===== src/hw/rtl/nsf_pkg.sv =====
// Shared types and codes for the NMEA sentence framer.
package nsf_pkg;

	localparam int PREFIX_LEN = 5;

	// event codes on the result tuser
	localparam logic [2:0] EV_NONE     = 3'd0;
	localparam logic [2:0] EV_PAYLOAD  = 3'd1;
	localparam logic [2:0] EV_GOOD     = 3'd2;
	localparam logic [2:0] EV_MISMATCH = 3'd3;
	localparam logic [2:0] EV_OVERFLOW = 3'd4;

	// sentence kinds
	localparam logic [2:0] KIND_OTHER   = 3'd0;
	localparam logic [2:0] KIND_RMC     = 3'd1;
	localparam logic [2:0] KIND_GGA     = 3'd2;
	localparam logic [2:0] KIND_GSA     = 3'd3;
	localparam logic [2:0] KIND_GSV     = 3'd4;
	localparam logic [2:0] KIND_PMTK    = 3'd5;
	localparam logic [2:0] KIND_UNKNOWN = 3'd6;

	// constellations
	localparam logic [1:0] CONS_GPS     = 2'd0;
	localparam logic [1:0] CONS_GLONASS = 2'd1;
	localparam logic [1:0] CONS_GALILEO = 2'd2;

	typedef logic [PREFIX_LEN-1:0][7:0] prefix_t;

	typedef struct packed {
		logic [2:0] kind;
		logic [1:0] constellation;
	} class_t;

endpackage


===== src/hw/rtl/nsf_classify.sv =====
// Sentence classifier working on the first five payload characters.
module nsf_classify
	import nsf_pkg::*;
(
	input  prefix_t    prefix,
	input  logic [7:0] payload_length,
	output class_t     cls
);

	logic        len4;
	logic        len5;
	logic [39:0] head5;
	logic [31:0] head4;
	logic [23:0] tail3;
	logic [15:0] talker;
	logic [2:0]  gs_kind;

	assign len4   = payload_length >= 8'd4;
	assign len5   = payload_length >= 8'd5;
	assign head5  = {prefix[0], prefix[1], prefix[2], prefix[3], prefix[4]};
	assign head4  = {prefix[0], prefix[1], prefix[2], prefix[3]};
	assign tail3  = {prefix[2], prefix[3], prefix[4]};
	assign talker = {prefix[0], prefix[1]};

	always_comb begin
		cls     = '{kind: KIND_OTHER, constellation: CONS_GPS};
		gs_kind = KIND_OTHER;
		if (len5 && tail3 == "GSA") begin
			gs_kind = KIND_GSA;
		end else if (len5 && tail3 == "GSV") begin
			gs_kind = KIND_GSV;
		end
		if (len5 && head5 == "GNRMC") begin
			cls.kind = KIND_RMC;
		end else if (len5 && head5 == "GNGGA") begin
			cls.kind = KIND_GGA;
		end else if (gs_kind != KIND_OTHER) begin
			if (talker == "GP") begin
				cls.kind = gs_kind;
			end else if (talker == "GL") begin
				cls.kind          = gs_kind;
				cls.constellation = CONS_GLONASS;
			end else if (talker == "GA") begin
				cls.kind          = gs_kind;
				cls.constellation = CONS_GALILEO;
			end else begin
				cls.kind = KIND_UNKNOWN;
			end
		end else if (len4 && head4 == "PMTK") begin
			cls.kind = KIND_PMTK;
		end
	end

endmodule


===== src/hw/rtl/nmea_sentence_framer.sv =====
// NMEA 0183 sentence framer: byte stream in, checksum and event items out.
// Each result is registered and appears in the cycle after its input is accepted.
// One item per cycle if m_tready allows; each input yields exactly one result item.
// The single result register is refilled in the cycle it is taken, so s_tready
// follows m_tready combinationally.
// Reset (arst_n low, async): idle, counters cleared, max_length 85, no result pending.
module nmea_sentence_framer
	import nsf_pkg::*;
(
	input  logic        clk,
	input  logic        arst_n,
	input  logic        cfg_wr_en,
	input  logic [7:0]  cfg_wr_data,   // max_length
	input  logic        s_tvalid,
	output logic        s_tready,
	input  logic [7:0]  s_tdata,       // [7:0] rx_byte
	output logic        m_tvalid,
	input  logic        m_tready,
	output logic [39:0] m_tdata,       // [7:0] data_byte, [10:8] sentence_kind,
	                                   // [12:11] constellation, [20:13] payload_length,
	                                   // [28:21] received_checksum,
	                                   // [36:29] computed_checksum, [39:37] zero
	output logic [2:0]  m_tuser        // [2:0] event_res
);

	localparam logic [1:0] PH_IDLE = 2'd0;
	localparam logic [1:0] PH_DATA = 2'd1;
	localparam logic [1:0] PH_HEX1 = 2'd2;
	localparam logic [1:0] PH_HEX2 = 2'd3;

	localparam logic [7:0] CH_DOLLAR = 8'h24;
	localparam logic [7:0] CH_STAR   = 8'h2A;

	function automatic logic [3:0] hex_value(input logic [7:0] c);
		logic [3:0] v;
		v = 4'd0;
		if (c >= 8'h30 && c <= 8'h39) begin
			v = c[3:0];
		end else if ((c >= 8'h41 && c <= 8'h46) || (c >= 8'h61 && c <= 8'h66)) begin
			v = c[3:0] + 4'd9;
		end
		return v;
	endfunction

	logic [7:0] max_len_q;
	logic [1:0] phase_q, phase_d;
	logic [7:0] cnt_q, cnt_d, cnt_inc;
	logic [7:0] xor_q, xor_d;
	logic [3:0] hi_q, hi_d;
	prefix_t    prefix_q;
	logic       pfx_we;

	logic       accept;
	logic [7:0] c;
	logic [7:0] len;
	logic [7:0] rx_sum;
	class_t     cls;

	logic [2:0] ev;
	logic [7:0] dout;
	logic [2:0] kind;
	logic [1:0] cons;
	logic [7:0] plen;
	logic [7:0] rx_ck;
	logic [7:0] cp_ck;

	logic       out_valid_q;
	logic [2:0] ev_q;
	logic [7:0] dout_q;
	logic [2:0] kind_q;
	logic [1:0] cons_q;
	logic [7:0] plen_q;
	logic [7:0] rx_ck_q;
	logic [7:0] cp_ck_q;

	assign s_tready = !out_valid_q || m_tready;
	assign accept   = s_tvalid && s_tready;
	assign c        = s_tdata;

	assign cnt_inc = (cnt_q != 8'hFF) ? cnt_q + 8'd1 : cnt_q;
	assign len     = (cnt_q != 8'd0) ? cnt_q - 8'd1 : 8'd0;
	assign rx_sum  = {hi_q, hex_value(c)};

	nsf_classify u_classify (
		.prefix         (prefix_q),
		.payload_length (len),
		.cls            (cls)
	);

	always_comb begin
		phase_d = phase_q;
		cnt_d   = cnt_q;
		xor_d   = xor_q;
		hi_d    = hi_q;
		pfx_we  = 1'b0;
		ev      = EV_NONE;
		dout    = 8'd0;
		kind    = KIND_OTHER;
		cons    = CONS_GPS;
		plen    = 8'd0;
		rx_ck   = 8'd0;
		cp_ck   = 8'd0;
		unique case (phase_q)
			PH_IDLE: begin
				if (c == CH_DOLLAR) begin
					cnt_d   = 8'd0;
					xor_d   = 8'd0;
					phase_d = PH_DATA;
				end
			end
			PH_DATA: begin
				if (c == CH_STAR) begin
					phase_d = PH_HEX1;
				end else begin
					xor_d  = xor_q ^ c;
					pfx_we = cnt_q < 8'(PREFIX_LEN);
					ev     = EV_PAYLOAD;
					dout   = c;
				end
				cnt_d = cnt_inc;
				if (cnt_inc >= max_len_q) begin
					ev      = EV_OVERFLOW;
					dout    = 8'd0;
					cnt_d   = 8'd0;
					phase_d = PH_IDLE;
				end
			end
			PH_HEX1: begin
				hi_d    = hex_value(c);
				phase_d = PH_HEX2;
			end
			PH_HEX2: begin
				phase_d = PH_IDLE;
				cnt_d   = 8'd0;
				plen    = len;
				rx_ck   = rx_sum;
				cp_ck   = xor_q;
				if (rx_sum == xor_q) begin
					ev   = EV_GOOD;
					kind = cls.kind;
					cons = cls.constellation;
				end else begin
					ev = EV_MISMATCH;
				end
			end
			default: begin
				phase_d = PH_IDLE;
			end
		endcase
	end

	always_ff @(posedge clk or negedge arst_n) begin
		if (!arst_n) begin
			max_len_q <= 8'd85;
		end else if (cfg_wr_en) begin
			max_len_q <= cfg_wr_data;
		end
	end

	always_ff @(posedge clk or negedge arst_n) begin
		if (!arst_n) begin
			phase_q <= PH_IDLE;
			cnt_q   <= 8'd0;
			xor_q   <= 8'd0;
			hi_q    <= 4'd0;
		end else if (accept) begin
			phase_q <= phase_d;
			cnt_q   <= cnt_d;
			xor_q   <= xor_d;
			hi_q    <= hi_d;
		end
	end

	always_ff @(posedge clk) begin
		if (accept && pfx_we) begin
			prefix_q[cnt_q[2:0]] <= c;
		end
	end

	always_ff @(posedge clk or negedge arst_n) begin
		if (!arst_n) begin
			out_valid_q <= 1'b0;
		end else if (s_tready) begin
			out_valid_q <= s_tvalid;
		end
	end

	always_ff @(posedge clk) begin
		if (accept) begin
			ev_q    <= ev;
			dout_q  <= dout;
			kind_q  <= kind;
			cons_q  <= cons;
			plen_q  <= plen;
			rx_ck_q <= rx_ck;
			cp_ck_q <= cp_ck;
		end
	end

	assign m_tvalid = out_valid_q;
	assign m_tuser  = ev_q;
	assign m_tdata  = {3'd0, cp_ck_q, rx_ck_q, plen_q, cons_q, kind_q, dout_q};

endmodule

===== config.mk =====
export PLATFORM = sky130hd
export DESIGN_NAME = nmea_sentence_framer
export DESIGN_NICKNAME = d
export VERILOG_FILES = /design/src/hw/rtl/nsf_pkg.sv /design/src/hw/rtl/nsf_classify.sv /design/src/hw/rtl/nmea_sentence_framer.sv
export SDC_FILE = /design/constraint.sdc
export NUM_CORES = 1
export LEC_CHECK = 0
export BUFFER_PORTS_ARGS = -buffer_cell sky130_fd_sc_hd__clkbuf_2
export CORE_MARGIN = 1.5
export CORE_UTILIZATION = 58
export DETAILED_ROUTE_END_ITERATION = 10
export PLACE_DENSITY_LB_ADDON = 0.12
export SYNTH_ARGS = -nofsm -noshare
export SYNTH_HDL_FRONTEND = slang
export SYNTH_SLANG_ARGS = --single-unit

===== constraint.sdc =====
create_clock -name clk -period 4.19 [get_ports clk]
set_clock_uncertainty 0.2 [all_clocks]
set_input_delay 0.6285 -clock clk [delete_from_list [all_inputs] [get_ports clk]]
set_output_delay 0.6285 -clock clk [all_outputs]
set_load 0.02 [all_outputs]

==> results.cfg <==
[setup_path]
critPathKind = reg -> reg
crit_fanout = 13
cp-start-kind = flip-flop
cp-end-kind = flip-flop
cp.arrival_ns = 3.79
cp_data_required_time_ns = 4.27

[detailed_routing]
drc = 5
wl_per_cell_um = 17.81
drt-initial-drc-count = 199
vias_per_cell = 6.002
antenna_left = 0
wirelength_um = 11080
first_pass_iters = 8
dr_total_vias = 3733

[job]
drv_cap = 0

[finish]
drive_gt1_share_pct = 19.07
layoutNonFillerInstCount = 622
area_delta_synth_final_pct = 11.48
diodes = 0
nFillCells = 670
most-common-layout-cells = edfxtp_1 (80), clkbuf_2 (62), nor2_1 (42)
multi_input_area_mm2 = 0.001967
fin_area_mm2 = 0.005904
fin_nets = 546
ff_latch_area_mm2 = 0.003183
final_common_cell = edfxtp_1

[synthesis]
yosys.area_share.simple_pct = 20.65
yosysUniqueCellTypes = 64
synth_top_family_by_area = simple AND/OR/NAND/NOR gates
ys_ff_latch = 111
yosys_warnings = 0
avgSynthCellArea_um2 = 11.85
synth_edf_count = 80
syn-cell-area_mm2 = 0.005296
synth_compound_area_share_pct = 8.457
synth_fa_ha_area_share_pct = 3.780
yosys-mux-area-fraction_pct = 0.4016
synthFlopType = edfxtp_1
syn_inst = 447
ys_async_sr_fraction_pct = 27.93
ys_seq_area_share_pct = 60.10
synth_xor_area_share_pct = 3.638

[pwr]
power_frac_comb_pct = 26.8
p_int_mw = 1.927
swShare_pct = 33.93
pwr_density_cell_mw_per_mm2 = 493.9
p_clk_share_pct = 23.1
seq_power_share_pct = 50.0
ir_drop_v = 0.0002796
power_switching_uw = 989.4
p_leak_nw = 2.315

[clocking]
cts_root_buffer = clkbuf_8
cts_resized = 0
clock_path_buffers = 2
cts.sinks = 111
cts_buffers = 9
cts_hold_buf = 0
cts_max_level = 3
postCtsSetupBuffers = 0
cts_tree = yes
clock_latency_ns = 0.37
path_clk_slew_ns = 0.11

[timing]
tightest_slew_ns = 1.009
post-route-min-period_ns = 3.709
hold_viol = 0
finalMaxSlewViolations = 0
period_share_pct = 88.52
rsz0062_at_grt = no
setup_viol_count_final = 0
fmax_mhz = 269.6
setup_tns_ns = 0
slew_headroom_pct = 32.21

[outcome]
violations = DRC
status = finished, violations left

[placement]
dpl_cell_area_mm2 = 0.005697
portBuffers = 62
gp_congestion = 0.8887
dp.cells = 606
hpwlAfterDp_um = 7716

[floorplanning]
pin_count = 66
initial_core_util_pct = 60.14
die_h_um = 98.56
die-area_mm2 = 0.009714
rows = 34
fp.dieW_um = 98.56
core_area_mm2 = 0.008806

[global_route]
grt_overflow = 0
antenna_found_initial = 0
grt_pass1_wl_um = 18080
grt_max_degree = 44
grt_pass1_vias = 3691
grt_use_total_pct = 23.92

[worst_hold_path]
hp-class = in -> async
[worst paths after layout]
| kind | from | slack [ns] | cells after the start | to |
|---|---|---|---|---|
| max in group asynchronous | arst_n | 3.13 | 1 | xor_q[0]$_DFFE_PN0P_ |
| min reg2reg | max_len_q[2]$_DFFE_PN1P_ | 0.33 | 2 | max_len_q[2]$_DFFE_PN1P_ |
| min | arst_n | 0.13 | 1 | max_len_q[3]$_DFFE_PN0P_ |
| max | cnt_q[3]$_DFFE_PN0P_ | 0.48 | 11 | cnt_q[0]$_DFFE_PN0P_ |
| min in group clk | cfg_wr_data[4] | 0.25 | 3 | max_len_q[4]$_DFFE_PN1P_ |
| max reg2reg | cnt_q[3]$_DFFE_PN0P_ | 0.48 | 11 | cnt_q[0]$_DFFE_PN0P_ |
[cell type report]
class	count	area share [%]
inverter	19	1.208
clock inverter	7	1.420
timing repair buffer	66	5.764
clock buffer	9	2.098
sequential	111	53.91
tap	108	2.289
multi-input combinational	302	33.31
[stage by stage]
step	worst slack, ns	hold slack (ns)	utilization [%]	total power, mW
after floorplan	0.8387	0.1329	-	2.032
after global routing	0.05128	0.1840	67.05	3.085
after CTS	0.5516	0.1284	67.05	2.930
after global placement	0.7445	0.3064	64.69	2.228
after detailed placement	0.5690	0.3177	64.69	2.254
final	0.4809	0.1340	67.05	2.916
[critical path, stage by stage (launching register included)]
cell and delay [ns]:
dfrtp_1 0.61, nand3_1 0.18, nor3_1 0.30, nand3_1 0.24
nand4_1 0.19, xnor2_1 0.10, ha_1 0.19, a2111oi_0 0.62
nor2_1 0.13, nor2_1 0.49, nand2_1 0.20, o21ai_0 0.19
[sequential cells by signal, summed over array words and instances (netlist names), named ones only]
register	flops
dout_q	8
kind_q	3
prefix_q	40
cnt_q	8
max_len_q	8
hi_q	4
xor_q	8
phase_q	1
m_tuser	3
cp_ck_q	8
m_tvalid	1
plen_q	8
cons_q	2
rx_ck_q	8
[power groups by stage]
stage	clock network, mW	registers [mW]	logic [mW]
6_report	0.674	1.46	0.783
5_1_grt	0.725	1.48	0.878
4_1_cts	0.689	1.46	0.781
3_5_place_dp	0	1.48	0.773
3_3_place_gp	0	1.48	0.752
2_1_floorplan	0	1.46	0.575
[logic make-up (layout without fill, tap and decap cells)]
| logic type | count (synthesis) | in the layout |
|---|---|---|
| mux | 2 | 2 |
| compound gates | 65 | 65 |
| xor+xnor | 22 | 22 |
| buf+inv | 36 | 101 |
| simple gates | 194 | 194 |
| flops | 111 | 111 |
| other cells | 1 | 3 |
| fa+ha+maj | 16 | 16 |
[routing by layer]
layer	vias up	GRT usage [%]	wire length, µm
li1	1770	-	-
met1	1817	32.10	4800
met2	131	40.44	5510
met3	15	3.546	610
met4	0	8.022	154
met5	-	0	0
[cells in the mapped netlist, drive strengths merged (4+ instances only)]
master	instances	area share, %
and4b	4	0.76
or3	4	0.47
and3	15	1.8
nand3	14	1.3
nor4b	10	1.8
nor2b	4	0.47
nand3b	4	0.57
nor4bb	4	0.76
xor2	6	0.99
and2	8	0.94
inv	19	1.3
o21a	6	0.85
ha	16	3.8
o21ai	22	2.1
nand2	37	2.6
xnor2	16	2.6
nor2	42	3.0
dfstp	4	2.0
edfxtp	80	45
a21oi	7	0.73
nor3	12	1.1
buf	5	0.71
nand4	7	0.83
nor4	4	0.47
nand4b	4	0.66
a32o	5	0.94
a31oi	5	0.59
dfrtp	27	13
clkbuf	12	0.85
nand2b	8	0.94
No activity file was read; power rests on OpenSTA's default activity.
